File: config.mk
export PLATFORM = sky130hd
export DESIGN_NAME = base32_stream_encoder
export DESIGN_NICKNAME = d
export VERILOG_FILES = /design/src/rtl/b32e_pkg.sv /design/src/rtl/b32e_front.sv /design/src/rtl/b32e_queue.sv /design/src/rtl/b32e_back.sv /design/src/rtl/base32_stream_encoder.sv
export SDC_FILE = /design/constraint.sdc
export NUM_CORES = 1
export LEC_CHECK = 0
export ABC_AREA = 0
export BUFFER_PORTS_ARGS = -buffer_cell sky130_fd_sc_hd__buf_4
export CAP_MARGIN = 20
export CORE_UTILIZATION = 59
export CTS_CLUSTER_SIZE = 16
export DETAILED_ROUTE_END_ITERATION = 6
export PLACE_DENSITY_LB_ADDON = 0.12
export SLEW_MARGIN = 20
export SYNTH_ARGS = -nofsm -noshare
export SYNTH_HDL_FRONTEND = slang
export SYNTH_SLANG_ARGS = --single-unit
File: constraint.sdc
create_clock -name i_clk -period 3.3 [get_ports i_clk]
set_input_delay 0.66 -clock i_clk [delete_from_list [all_inputs] [get_ports i_clk]]
set_output_delay 0.66 -clock i_clk [all_outputs]
set_load 0.02 [all_outputs]
File: src/rtl/b32e_pkg.sv
`timescale 1ns / 1ps
// Shared types and constants for the base32 stream encoder.
// No dependencies.
package b32e_pkg;

    localparam int GROUP_BITS = 5;
    localparam int BYTE_BITS  = 8;
    localparam int MAX_SYMS   = 3;
    localparam int JOB_BITS   = GROUP_BITS * MAX_SYMS;

    localparam logic [7:0] CHAR_UPPER_A = 8'h41;
    localparam logic [7:0] CHAR_DIGIT_2 = 8'h32;
    localparam logic [4:0] LETTER_COUNT = 5'd26;

    // one accepted byte, split into left-aligned symbol groups
    typedef struct packed {
        logic [JOB_BITS-1:0] groups;
        logic [1:0]          count;
        logic                last;
    } t_job;

    // RFC 4648 base32 alphabet: A..Z then 2..7
    function automatic logic [7:0] b32_char(input logic [4:0] v);
        logic [7:0] c;
        if (v < LETTER_COUNT) begin
            c = CHAR_UPPER_A + {3'b000, v};
        end else begin
            c = CHAR_DIGIT_2 + {3'b000, v - LETTER_COUNT};
        end
        return c;
    endfunction

endpackage

File: src/rtl/b32e_front.sv
`timescale 1ns / 1ps
// Front end: joins leftover bits with the incoming byte and forms a job.
// Uses b32e_pkg.
module b32e_front
    import b32e_pkg::*;
(
    input  logic       i_clk,
    input  logic       i_rst_n,
    input  logic       i_push,
    input  logic [7:0] i_data_byte,
    input  logic       i_final_byte,
    output t_job       o_job
);

    logic [3:0]  r_holder, n_holder;
    logic [2:0]  r_held, n_held;
    logic [11:0] acc;
    logic [11:0] aligned;
    logic [3:0]  nbits;
    logic [3:0]  rem;
    logic        two_groups;

    always_comb begin
        acc        = {r_holder, i_data_byte};
        aligned    = acc << (3'd4 - r_held);
        nbits      = {1'b0, r_held} + 4'd8;
        two_groups = (nbits >= 4'd10);
        rem        = two_groups ? (nbits - 4'd10) : (nbits - 4'd5);

        o_job.groups = {aligned, 3'b000};
        o_job.count  = (two_groups ? 2'd2 : 2'd1) + {1'b0, (i_final_byte && rem != 4'd0)};
        o_job.last   = i_final_byte;

        n_holder = acc[3:0] & ((4'b0001 << rem) - 4'b0001);
        n_held   = rem[2:0];
        if (i_final_byte) begin
            n_holder = '0;
            n_held   = '0;
        end
    end

    always_ff @(posedge i_clk) begin
        if (!i_rst_n) begin
            r_holder <= '0;
            r_held   <= '0;
        end else if (i_push) begin
            r_holder <= n_holder;
            r_held   <= n_held;
        end
    end

endmodule

File: src/rtl/b32e_queue.sv
`timescale 1ns / 1ps
// Small job FIFO between front and back end.
// Uses b32e_pkg.
module b32e_queue
    import b32e_pkg::*;
#(
    parameter int DEPTH = 2
) (
    input  logic                       i_clk,
    input  logic                       i_rst_n,
    input  logic                       i_push,
    input  t_job                       i_job,
    input  logic                       i_pop,
    output t_job                       o_job,
    output logic                       o_nonempty,
    output logic                       o_full,
    output logic [$clog2(DEPTH+1)-1:0] o_count
);

    localparam int PW = (DEPTH > 1) ? $clog2(DEPTH) : 1;
    localparam int CW = $clog2(DEPTH + 1);

    t_job          r_mem [DEPTH];
    logic [PW-1:0] r_wr, r_rd;
    logic [CW-1:0] r_cnt;

    function automatic logic [PW-1:0] ptr_inc(input logic [PW-1:0] p);
        logic [PW-1:0] q;
        if (p == PW'(DEPTH - 1)) begin
            q = '0;
        end else begin
            q = p + PW'(1);
        end
        return q;
    endfunction

    assign o_job      = r_mem[r_rd];
    assign o_nonempty = (r_cnt != '0);
    assign o_full     = (r_cnt == CW'(DEPTH));
    assign o_count    = r_cnt;

    always_ff @(posedge i_clk) begin
        if (i_push) begin
            r_mem[r_wr] <= i_job;
        end
    end

    always_ff @(posedge i_clk) begin
        if (!i_rst_n) begin
            r_wr  <= '0;
            r_rd  <= '0;
            r_cnt <= '0;
        end else begin
            if (i_push) begin
                r_wr <= ptr_inc(r_wr);
            end
            if (i_pop) begin
                r_rd <= ptr_inc(r_rd);
            end
            if (i_push && !i_pop) begin
                r_cnt <= r_cnt + CW'(1);
            end else if (!i_push && i_pop) begin
                r_cnt <= r_cnt - CW'(1);
            end
        end
    end

endmodule

File: src/rtl/b32e_back.sv
`timescale 1ns / 1ps
// Back end: walks the head job into the output register, one symbol per cycle
// while not stalled. Uses b32e_pkg.
module b32e_back
    import b32e_pkg::*;
(
    input  logic       i_clk,
    input  logic       i_rst_n,
    input  t_job       i_job,
    input  logic       i_job_valid,
    output logic       o_pop,
    output logic       o_valid,
    input  logic       i_stall,
    output logic [7:0] o_symbol_char,
    output logic [4:0] o_symbol_value,
    output logic       o_final_symbol
);

    logic [1:0] r_idx;
    logic       r_valid;
    logic [7:0] r_char;
    logic [4:0] r_value;
    logic       r_final;
    logic       advance, fire, last_sym;
    logic [4:0] sym;

    always_comb begin
        advance  = !r_valid || !i_stall;
        fire     = advance && i_job_valid;
        last_sym = (r_idx == i_job.count - 2'd1);
        case (r_idx)
            2'd0:    sym = i_job.groups[14:10];
            2'd1:    sym = i_job.groups[9:5];
            2'd2:    sym = i_job.groups[4:0];
            default: sym = '0;
        endcase
        o_pop = fire && last_sym;
    end

    always_ff @(posedge i_clk) begin
        if (!i_rst_n) begin
            r_valid <= 1'b0;
            r_idx   <= '0;
        end else if (fire) begin
            r_valid <= 1'b1;
            r_idx   <= last_sym ? 2'd0 : r_idx + 2'd1;
        end else if (advance) begin
            r_valid <= 1'b0;
        end
    end

    always_ff @(posedge i_clk) begin
        if (fire) begin
            r_char  <= b32_char(sym);
            r_value <= sym;
            r_final <= i_job.last && last_sym;
        end
    end

    assign o_valid        = r_valid;
    assign o_symbol_char  = r_char;
    assign o_symbol_value = r_value;
    assign o_final_symbol = r_final;

endmodule

File: src/rtl/base32_stream_encoder.sv
`timescale 1ns / 1ps
// Top level of the base32 stream encoder (no '=' padding).
// Uses b32e_pkg, b32e_front, b32e_queue, b32e_back.
//
// Bytes enter MSB first and leave as RFC 4648 base32 characters, one symbol
// per beat, with the 5-bit group value alongside. A byte marked final flushes
// its leftover bits as a zero-padded group and tags the last symbol. The
// front takes a byte whenever the queue is not full and hands a job of one to
// three symbols to a QUEUE_DEPTH-entry queue; the back end drains it at one
// symbol per cycle while the output is not stalled, so the rate is set by the
// output port: a byte yields one or two symbols, two or three on a final
// byte. A beat is registered in the queue, then in the output register.
module base32_stream_encoder
    import b32e_pkg::*;
#(
    parameter int QUEUE_DEPTH = 2
) (
    input  logic       i_clk,
    input  logic       i_rst_n,
    input  logic       i_valid,
    output logic       o_stall,
    input  logic [7:0] i_data_byte,
    input  logic       i_final_byte,
    output logic       o_valid,
    input  logic       i_stall,
    output logic [7:0] o_symbol_char,
    output logic [4:0] o_symbol_value,
    output logic       o_final_symbol
);

    localparam int CW = $clog2(QUEUE_DEPTH + 1);

    t_job          front_job, head_job;
    logic          push, pop, q_nonempty, q_full;
    logic [CW-1:0] q_count;

    assign o_stall = q_full;
    assign push    = i_valid && !q_full;

    b32e_front u_front (
        .i_clk        (i_clk),
        .i_rst_n      (i_rst_n),
        .i_push       (push),
        .i_data_byte  (i_data_byte),
        .i_final_byte (i_final_byte),
        .o_job        (front_job)
    );

    b32e_queue #(
        .DEPTH (QUEUE_DEPTH)
    ) u_queue (
        .i_clk      (i_clk),
        .i_rst_n    (i_rst_n),
        .i_push     (push),
        .i_job      (front_job),
        .i_pop      (pop),
        .o_job      (head_job),
        .o_nonempty (q_nonempty),
        .o_full     (q_full),
        .o_count    (q_count)
    );

    b32e_back u_back (
        .i_clk          (i_clk),
        .i_rst_n        (i_rst_n),
        .i_job          (head_job),
        .i_job_valid    (q_nonempty),
        .o_pop          (pop),
        .o_valid        (o_valid),
        .i_stall        (i_stall),
        .o_symbol_char  (o_symbol_char),
        .o_symbol_value (o_symbol_value),
        .o_final_symbol (o_final_symbol)
    );

    a_count_bound: assert property (@(posedge i_clk) disable iff (!i_rst_n)
        q_count <= CW'(QUEUE_DEPTH))
        else $error("job queue count above depth");

    a_push_lands: assert property (@(posedge i_clk) disable iff (!i_rst_n)
        push |=> q_count != '0)
        else $error("accepted beat left no job in queue");

    a_pop_has_job: assert property (@(posedge i_clk) disable iff (!i_rst_n)
        pop |-> q_nonempty && head_job.count != 2'd0)
        else $error("pop without a valid job");

    a_reset_idle: assert property (@(posedge i_clk)
        !i_rst_n |=> !o_valid && q_count == '0)
        else $error("output or queue busy after reset");

endmodule
After elaboration in Yosys (flattened, before gate mapping)

Memory sizes are Yosys's and may differ from the RTL's. A register that Yosys moved wholly into a read port is not among the register bits.
Index checks and enable logic that the tools add are counted.

Memories: 1
Bits in registers: 28
Bits in writable memories: 30
Logic and storage cells: 70
Input port bits: 13

Memories:

| memory        | depth | width | rd ports | clocked after memory_dff | write ports | line             | text |
|---|---|---|---|---|---|---|---|
| u_queue.r_mem | 2     | 15    | 1        | 1                        | 1           | b32e_queue.sv:23 | `t_job r_mem [DEPTH];` |

Bitwise logic cells: 1
Shifts and indexed selects: 2
$lt $le $gt $ge: 2
Add/subtract/negate cells: 15
Reductions and logical operators: 18
Multiplexer cells: 17
Equality and inequality tests: 4

Operator list:

| cell                                              | count |
|---|---|
| one-hot mux 5 bit (3 select lines)                | 1 |
| left shift 12 x 3 -> 12 bit                       | 1 |
| adder 7 x 5 -> 8 bit, first input constant        | 1 |
| 2-to-1 mux 1 bit                                  | 8 |
| 2-to-1 mux 2 bit                                  | 4 |
| 2-to-1 mux 4 bit                                  | 2 |
| 2-to-1 mux 8 bit                                  | 1 |
| adder 6 x 5 -> 7 bit, first input constant        | 1 |
| logical AND 1 bit                                 | 7 |
| nonzero test 2 bit                                | 3 |
| zero test 1 bit                                   | 5 |
| less-than comparator 5 bit, second input constant | 1 |
| subtractor 5 bit, second input constant           | 1 |
| adder 2 x 1 -> 2 bit, second input constant       | 2 |
| adder 3 x 4 -> 4 bit, second input constant       | 1 |
| AND 4 bit                                         | 1 |
| equality test 2 bit, second input constant        | 2 |
| >= comparator 4 bit, second input constant        | 1 |
| nonzero test 4 bit                                | 1 |
| left shift 1 x 4 -> 4 bit, first input constant   | 1 |
| subtractor 2 x 1 -> 2 bit, second input constant  | 2 |
| subtractor 4 x 1 -> 4 bit, second input constant  | 1 |
| subtractor 4 x 3 -> 4 bit, second input constant  | 1 |
| subtractor 4 bit, second input constant           | 1 |
| other kinds (8)                                   | 9 |

Depth between registers and ports, before layout

Gate-level depths: netlist of run 1.

Word-level depth: 7
Gate-level depth with buffers: 11
Depth with buffers taken out: 10

Hierarchy

From an unflattened synthesis of run 1, not the netlist that was laid out.

Cells, all modules: 290
Area total of the unflattened synthesis: 3449.6 sq um

By module, submodules not included:

| module                | cells an instance | instances | sequential area each (sq um) | area an instance (sq um) |
|---|---|---|---|---|
| b32e_queue            | 78                | 1         | 1181.1                       | 1521.5 |
| b32e_front            | 130               | 1         | 140.1                        | 1016.0 |
| b32e_back             | 81                | 1         | 450.4                        | 898.4 |
| base32_stream_encoder | 1                 | 1         | 0.0                          | 13.8 |

Worst setup path after synthesis of run 1

Ideal clock, no wire load.

Path kind: reg-to-reg
Start: reg u_front.r_held[0]
End: mem u_queue.r_mem[0][11] (netlist bit), data pin
Slack: 0.930 ns
Required time: 3.011 ns
Cell stages (with the launch flop): 9
Setup time: 0.289 ns
Arrival time: 2.081 ns
Cell sequence: dfxtp_1 -> buf_2 -> clkinv_1 -> ha_1 -> clkbuf_1 -> buf_2 -> mux2_2 -> o211ai_1 -> o21ai_0

RTL lines:

| what                   | line             | text |
|---|---|---|
| from (decl)            | b32e_front.sv:16 | `logic [2:0] r_held, n_held;` |
| from (signal assigned) | b32e_front.sv:48 | `r_held <= n_held;` |
| to (decl)              | b32e_queue.sv:23 |  |

==> results.txt, run 1 <==
The number of setup violations in the final report came out at 0. Walking the worst path, the cells encountered are clkinv_1 -> ha_1 -> mux2_2 -> o21ai_0 -> o21ai_0. For this run, global-route usage on met1 was measured as 25.41%.

The class of the tightest hold or removal check is flip-flop to flip-flop. Clock latency on the worst-skew pair, taken at its later pin, is 0.33 ns. The layer flagged by global routing as most heavily used is met2. The fraction of final layout cells with drive strength greater than 1 came out at 18.84%.

The maximum cell stage delay along the critical path is 0.72 ns. The number of buffers created by CTS is 9. For this run, the total global-route usage over all layers was measured as 21.83%. The global-route wire length before repair is 8.459 mm.

The slew at the pin with the worst max-slew slack came out at 0.7650 ns. The initial core utilization came out at 61.68%. For this run, the post-layout net count is 313. The final total negative setup slack is 0 ns. The synthesized netlist devotes 2.688% of its cell area to XOR and XNOR gates. The number of buffer and inverter instances along the worst setup path is 1.

The number of cells in the design after placement is 343. The final global-route overflow total came out at 0. The finished cells cover 0.003437 mm². The number of vias per cell after detailed routing is 5.443. The total power is 3.361 mW. Data on the critical path is required at its endpoint by 3.32 ns. The worst-path cell with the longest stage delay is dfxtp_1. The most numerous cell in the Yosys netlist is edfxtp_1. The synthesized-area fraction occupied by ao, oa, aoi and oai cells came out at 13.05%.

Compared with the post-synthesis result, the final layout area differs by 17.19%. Broken down by cell family, the worst path's largest delay share belongs to flip-flops. Summing every instance area after synthesis gives 0.002933 mm². The number of diodes added for antenna fixing is 0. After technology mapping, the gate count stands at 255. The number of nets produced by synthesis is 281. TritonCTS built the clock tree.

The via count of the first global-routing pass came out at 1,914. In this run the clock root is driven by a clkbuf_8. The mean area per synthesized cell came out at 11.50 µm². The met3 usage in global routing is 4.861%. The floorplan die height came out at 72.51 µm. The row count came out at 25.

The share of Yosys cell area claimed by the top area cell type is 44.03%. Entering global routing, the biggest net connects 21 pins. The commonest cells after synthesis are 43 x edfxtp_1, 20 x mux2i_1, 20 x nand2_1.

The number of top-level design ports is 29. The end-of-flow core utilization came out at 72.29%. The worst setup path is of the flip-flop to flip-flop kind. The final estimated routing congestion in global placement came out at 0.8863. The count of fill cells added during filler insertion came out at 358.

The remaining number of nets flagged by the antenna check after routing came out at 0. The clock period minus final worst setup slack came out at 2.709 ns. The overall die area came out at 0.005257 mm². Setup slack closes at 0.5908 ns. Dividing total power by cell area gives a power density of 977.9 mW/mm². The post-CTS setup buffer count came out at 0. In the synthesized netlist the async set-or-reset flop fraction comes to 0%. After detailed routing, the average wire length per cell comes to 14.00 µm. The endpoint type of the worst setup path is a flip-flop. The most used flip-flop cell after synthesis is edfxtp_1.

The highest clock frequency the design can meet came out at 369.1 MHz. STA classifies the critical path startpoint as a flip-flop. Clock-pin slew was measured on the worst setup and hold paths at 0.07 ns. In this run, the number of DRC markers left after iteration 0 of detailed routing was 70.

Between clock sinks in the finished design, the worst skew comes to 0.01134 ns. The final count of hold timing violations is 0. The detailed placement HPWL is 3.678 mm. The share of synthesized cell area in full adder, half adder and majority cells is 5.546%. The number of buffers on the longest clock path came out at 2. Global routing used 37.38% of the available met2 tracks.

Max-cap violations in this run came to 0. OpenSTA, run right after detailed placement, puts the worst setup slack at 0.6334 ns. The register bit total from synthesis came out at 58. The count of buffers inserted at the top-level ports is 27. The total of cells resized after clock tree synthesis is 0.

The H-tree depth came out at 3. After detailed routing, the number of remaining DRC violations is 0. The number of max-slew violations in the final report came to 0. The max-slew headroom at the worst pin is 48.64%.

The area of the placeable core came out at 0.004755 mm². The post-route fraction of the period consumed by the critical path came out at 82.10%. The number of antenna violations at the first check in global routing is 0. The analysis attributes to cell leakage a power of 1.325 nW. Among the stages of the critical path, the cell type that occurs most often is o21ai_0. For this design, the sink count on the clock tree is 58. For this run, the number of standard cells in the final layout without fillers is 359. The placement-stage cell area came out at 0.003206 mm². The quantity of hold-fixing buffers added after cts is 0. The post-route worst hold slack is 0.4753 ns. The sequential cell area fraction in the yosys report came out at 54.27%. The total number of vias came out at 1,954. The share of cell area taken by muxes after synthesis came out at 9.514%. Before antenna repair, the detailed router went through 4 iterations. The data arrival time of the critical path is 2.73 ns. The synthesized netlist contains 44 unique library cells.

Measured along the x axis, the die boundary spans 72.51 µm. The largest driver fanout on the critical path is 20. The cell taking the most area after synthesis is edfxtp_1.

IR analysis of the VDD net gives a maximum drop of 0.0004892 V. The simple-gate area share of the yosys netlist came out at 11.26%. Setup repair after global routing left no endpoint under its margin. Yosys mapped a number of flops with a built-in enable equal to 43.

The count of yosys warnings during synthesis is 0. Sorting the synthesized cells by area gives the leading types as edfxtp_1 44%, dfxtp_1 10%, mux2i_1 6.8%, ha_1 5.5%, nand2_1 2.6%. The flow ran to the end, and the final reports show no timing, DRC or antenna violations.

The largest family of logic cells by synthesized area is compound AO/OA/AOI/OAI gates. Summed over all layers, the routed wires come to 5.027 mm.
-- power breakdown --
| group | total (mW) | switching, mW | internal [mW] |
|---|---|---|---|
| Combinational | 1.38 | 0.800 | 0.582 |
| Sequential | 1.22 | 0.106 | 1.12 |
| Clock | 0.758 | 0.265 | 0.493 |
-- sequential cells by signal (all words and copies together) (netlist names), named ones only --
| name | flops |
|---|---|
| u_back.o_symbol_value | 5 |
| u_back.o_valid | 1 |
| u_back.o_final_symbol | 1 |
| u_queue.r_mem | 30 |
| u_queue.r_rd | 1 |
| u_front.r_holder | 4 |
| u_queue.o_count | 2 |
| u_back.r_idx | 2 |
| u_queue.r_wr | 1 |
| u_back.o_symbol_char | 7 |
| u_front.r_held | 3 |
-- kinds of logic (layout without fill, tap and decap cells) --
logic type      after synthesis  count (layout)
compound gates               56              56
xor+xnor                      9               9
fa+ha+maj                    13              13
buf+inv                      25              62
flops                        58              58
mux                          27              27
other cells                   1               1
simple gates                 66              66
-- cell type report --
type,instances,area (µm²),area share (%)
clock buffers,9,123.9,3.604
clock inverters,7,107.6,3.131
inverters,14,52.55,1.529
multi-input cells,172,1237,36.00
flip-flops and latches,58,1592,46.31
well taps,67,83.83,2.439
repair buffers,32,240.2,6.989
-- cell usage in the layout (no fill, tap or decap), drive strengths merged, types with 6 or more instances in the layout --
cell type	count
mux2i	20
mux2	7
a22oi	6
buf	32
a21boi	11
dfxtp	15
xnor2	6
a21oi	6
inv	13
clkbuf	9
edfxtp	43
ha	13
o21ai	17
nand2	20
nor2	16
-- worst reg2reg max path: cells and delay by family (launching register included) --
kind | cells | cell delay [ns]
multiplexers | 1 | 0.42
flip-flops | 1 | 0.72
AO/OA/AOI/OAI | 2 | 0.39
buffers and inverters | 1 | 0.20
adder cells (fa/ha/maj) | 1 | 0.68
-- final timing paths --
| check | startpoint | slack (ns) | end | cells past startpoint |
|---|---|---|---|---|
| worst min register to register | u_front.r_holder[2]$_SDFFE_PN0P_ | 0.48 | u_front.r_holder[2]$_SDFFE_PN0P_ | 2 |
| worst min-delay path | u_front.r_holder[2]$_SDFFE_PN0P_ | 0.48 | u_front.r_holder[2]$_SDFFE_PN0P_ | 2 |
| worst max-delay path | u_front.r_held[0]$_SDFFE_PN0P_ | 0.59 | u_queue.r_mem[0][13]$_DFFE_PP_ | 5 |
| worst max register to register | u_front.r_held[0]$_SDFFE_PN0P_ | 0.59 | u_queue.r_mem[0][13]$_DFFE_PP_ | 5 |
-- routing by layer --
metal	vias to the layer above	part of all wire [%]
met1	916	46
met5	-	0
met2	40	49
met3	9	3.0
li1	989	-
met4	0	2.0
No activity file was read; power rests on OpenSTA's default activity.
==> inputs of run 2 (changes only) <==
ABC_AREA = 1   (was 0)
clock period = 2.7 ns   (was 3.3 ns; I/O delays follow)
==> run 2 against run 1 <==
Clock power fell by 11%. Non-clock buffer count rose by 2. Critical endpoint is now u_back.o_symbol_char[2]$_DFFE_PP_. Sequential power up 21%. Final cell count grew 27%. Largest power group unchanged. Register-to-register slack worse by 0.28 ns. Critical path depth grew 9.
==> results.txt, run 2 <==
The flow ran to the end, and the final reports show no timing, DRC or antenna violations. The master cell of the clock root buffer is clkbuf_8. The class of the tightest hold or removal check is input port to flip-flop. The number of buffers on the longest clock path is 2 (unchanged). The number of distinct standard cells referenced by the synthesized netlist came out at 32 (-27%). The final-stage net count came out at 411 (+31%). The library cells used most frequently in the layout, excluding fill and tap cells, are 108 x nand2_1, 45 x inv_1, 43 x edfxtp_1, 34 x buf_4, 27 x o21ai_0. The via count of the first global-routing pass is 2,159 (+13%). The leakage component of the power was 1.564 nW (+18%). The global-route wire length before repair came to 9.480 mm (+12%). The number of setup violations in the final report came to 0 (unchanged). Setup repair after global routing left no endpoint under its margin. The number of diodes added for antenna fixing came out at 0 (unchanged). The number of flip-flops in the largest register came out at 30 (unchanged). STA classifies the critical path startpoint as a flip-flop. The post-detailed-routing wire length came out at 5.730 mm (+14%). The final global-route overflow total is 0 (unchanged). The total routed wire length on the met1 layer came out at 2.637 mm (+15%). The slew at the pin with the worst max-slew slack came out at 0.6009 ns (-0.1641 ns). The initial core utilization came out at 62.71% (+1.0 points). The post-route non-filler standard cell count came to 457 (+27%). The final total negative setup slack came out at 0 ns (unchanged). In the synthesized netlist, the cells that appear most often are 109 x nand2_1, 45 x inv_1, 43 x edfxtp_1.

The share of the synthesized netlist area taken by xor and xnor gates is 1.687% (-1.0 points). The sequential cell area fraction in the yosys report came out at 52.35% (-1.9 points). The first-pass detailed-route iteration total is 4 (unchanged). The power density over the cells is 1197 mW/mm² (+22%). The number of DRC violations after detailed routing is 0 (unchanged). The detailed placement HPWL is 4.238 mm (+15%). The data arrival time of the critical path is 2.47 ns (-0.26 ns).

The number of max-slew violations in the final report was 0 (unchanged). The fraction of final layout cells with drive strength greater than 1 came out at 15.38% (-3.5 points). The number of vias per cell after detailed routing came out at 5.204 (-4.4%).

The area growth from synthesis to layout came out at 14.65%. The share of synthesized cell area in full adder, half adder and majority cells is 5.350% (-0.20 points). The source-to-sink clock delay at the later pin of the worst-skew pair is 0.33 ns (about the same).

The row count is 25 (unchanged). The share of flip-flops with an asynchronous set or reset came to 0% (unchanged). The remaining number of nets flagged by the antenna check after routing is 0 (unchanged).

The average wire per cell in the routed design is 12.54 µm (-10%). The share of cell area taken by muxes after synthesis was 1.317% (-8.2 points). The DRC marker count from the first detailed-route iteration is 121 (+73%).

The largest driver fanout on the critical path came out at 8 (-60%). The post-route fraction of the period consumed by the critical path was 88.46% (+6.4 points). The area of the placeable core was 0.004848 mm² (+2.0%). The register bit total from synthesis was 58 (unchanged).

The floorplan die height is 73.79 µm (+1.8%). The die outline width came out at 73.79 µm (+1.8%). The share of Yosys cell area claimed by the top area cell type came to 42.47% (-1.6 points). The cell count after synthesis is 350 (+37%). The endpoint type of the worst setup path is a flip-flop.

Counting flops per register, the top entry is u_queue.r_mem. The synthesized-area fraction occupied by ao, oa, aoi and oai cells came out at 8.025% (-5.0 points). The post-synth design cell area is 0.003040 mm² (+3.7%). The H-tree depth came out at 3 (unchanged). TritonCTS built the clock tree. The highest clock frequency the design can meet came out at 418.7 MHz (+13%). The number of cells in the design after placement is 441 (+29%).

The count of buffers inserted at the top-level ports is 27 (unchanged). The setup clock skew after layout is 0.006311 ns (-0.005034 ns). The number of top-level design ports came out at 29 (unchanged). The highest layer touched by signal routing is met4. The worst ir drop on vdd came to 0.0006147 V (+26%). The max-slew headroom at the worst pin was 59.52% (+11 points).

The largest family of logic cells by synthesized area is simple AND/OR/NAND/NOR gates. The synthesized design spends more area on one cell type than any other, namely edfxtp_1. The post-CTS setup buffer count is 0 (unchanged).

The total number of clock tree sinks is 58 (unchanged). The number of max-cap violations came out at 0 (unchanged). The number of antenna violations at the first check in global routing is 0 (unchanged). The data required time of the critical path is 2.78 ns (-0.54 ns).

The count of yosys warnings during synthesis was 0 (unchanged). The worst setup path is of the flip-flop to flip-flop kind. The end-of-flow core utilization is 71.90% (-0.39 points). For this run, the leading register cell type out of synthesis is edfxtp_1. The number of buffers created by CTS is 9 (unchanged). The final count of hold timing violations is 0 (unchanged). The clock period minus final worst setup slack came out at 2.388 ns (-0.3209 ns). The library cell used most frequently in the layout, excluding fill and tap cells, is nand2_1. In the post-synthesis netlist, the cell with the most instances is nand2_1. The final estimated routing congestion in global placement came out at 0.8891 (+0.32%). The largest net degree at the start of global routing came to 17 (-19%). The simple-gate area share of the yosys netlist came out at 23.00% (+12 points). The number of nets produced by synthesis came out at 376 (+34%). The clock transition time at the flip-flop clock pins of the worst setup and hold paths is 0.06 ns (about the same). The mean area per synthesized cell is 8.687 µm² (-24%).

The quantity of hold-fixing buffers added after cts came to 0 (unchanged). The total global routing track utilization came out at 23.66% (+1.8 points). The number of enable-type register cells in the synthesized netlist is 43 (unchanged). After synthesis, the cell types taking the most area are edfxtp_1 42%, nand2_1 13%, dfxtp_1 9.9%, inv_1 5.6%, ha_1 5.3%.

The total number of vias is 2,378 (+22%). The overall die area is 0.005444 mm² (+3.6%). The wire length on met2 is 2.720 mm (+10%).

The detailed route wirelength on metal3 came out at 236 µm (+54%).
-- run 2: timing repair --
item,4_1_cts,5_1_grt
gates resized for setup,0,2
endpoints found under the hold margin,0,0
endpoints found under the setup margin,0,1
-- run 2: worst max-delay path, cell delays in order (launching register included) --
cell,delay [ns]
dfxtp_1,0.40
inv_1,0.12
ha_1,0.25
nand2_1,0.08
nand2_1,0.05
nand2_1,0.06
nand3_2,0.15
nand2_1,0.13
inv_1,0.08
ha_1,0.23
nand2_2,0.15
inv_1,0.10
nor2_1,0.12
xor2_1,0.16
inv_1,0.05
-- run 2: kinds of logic after synthesis --
family          count (synthesis)
xor+xnor                        5
buf+inv                        58
mux                             4
flops                          58
simple gates                  167
other cells                     1
fa+ha+maj                      13
compound gates                 44
-- run 2: layer usage --
layer  GRT usage, %  vias to the layer above
met4          14.10                        0
met1          28.99                     1087
met2          38.43                       60
li1               -                     1216
met5              0                        -
met3          4.938                       15
-- run 2: final cells by class --
| type | instances | area, µm² |
|---|---|---|
| clock buffer | 12 | 145.1 |
| clock inverter | 4 | 18.77 |
| fill | 376 | 1363 |
| inverter | 48 | 182.7 |
| multi-input combinational | 234 | 1209 |
| sequential | 58 | 1592 |
| tap | 67 | 83.83 |
| timing repair buffer | 34 | 255.2 |
-- run 2: power breakdown --
group          internal [mW]  switching [mW]
registers               1.37           0.116
clock network          0.350           0.323
logic                  0.696            1.32
-- run 2: final timing paths --
path	to	startpoint	cells after the start	slack, ns
max	u_back.o_symbol_char[2]$_DFFE_PP_	u_back.r_idx[0]$_SDFFE_PN0P_	14	0.31
min	u_queue.r_mem[0][0]$_DFFE_PP_	i_final_byte	1	0.42
max reg2reg	u_back.o_symbol_char[2]$_DFFE_PP_	u_back.r_idx[0]$_SDFFE_PN0P_	14	0.31
min reg2reg	u_front.r_holder[2]$_SDFFE_PN0P_	u_front.r_holder[2]$_SDFFE_PN0P_	2	0.47
-- run 2: stage by stage --
step                area (µm²)  setup slack, ns  total power [mW]  hold slack (ns)
detailed placement        3314           0.2105             3.465           0.4540
global placement          3314           0.3307             3.406           0.4525
global route              3486          0.09029             4.502           0.4126
CTS                       3478           0.1753             4.153           0.4120
floorplan                 3040           0.4862             2.938           0.4445
finish                    3486           0.3117             4.173           0.4230
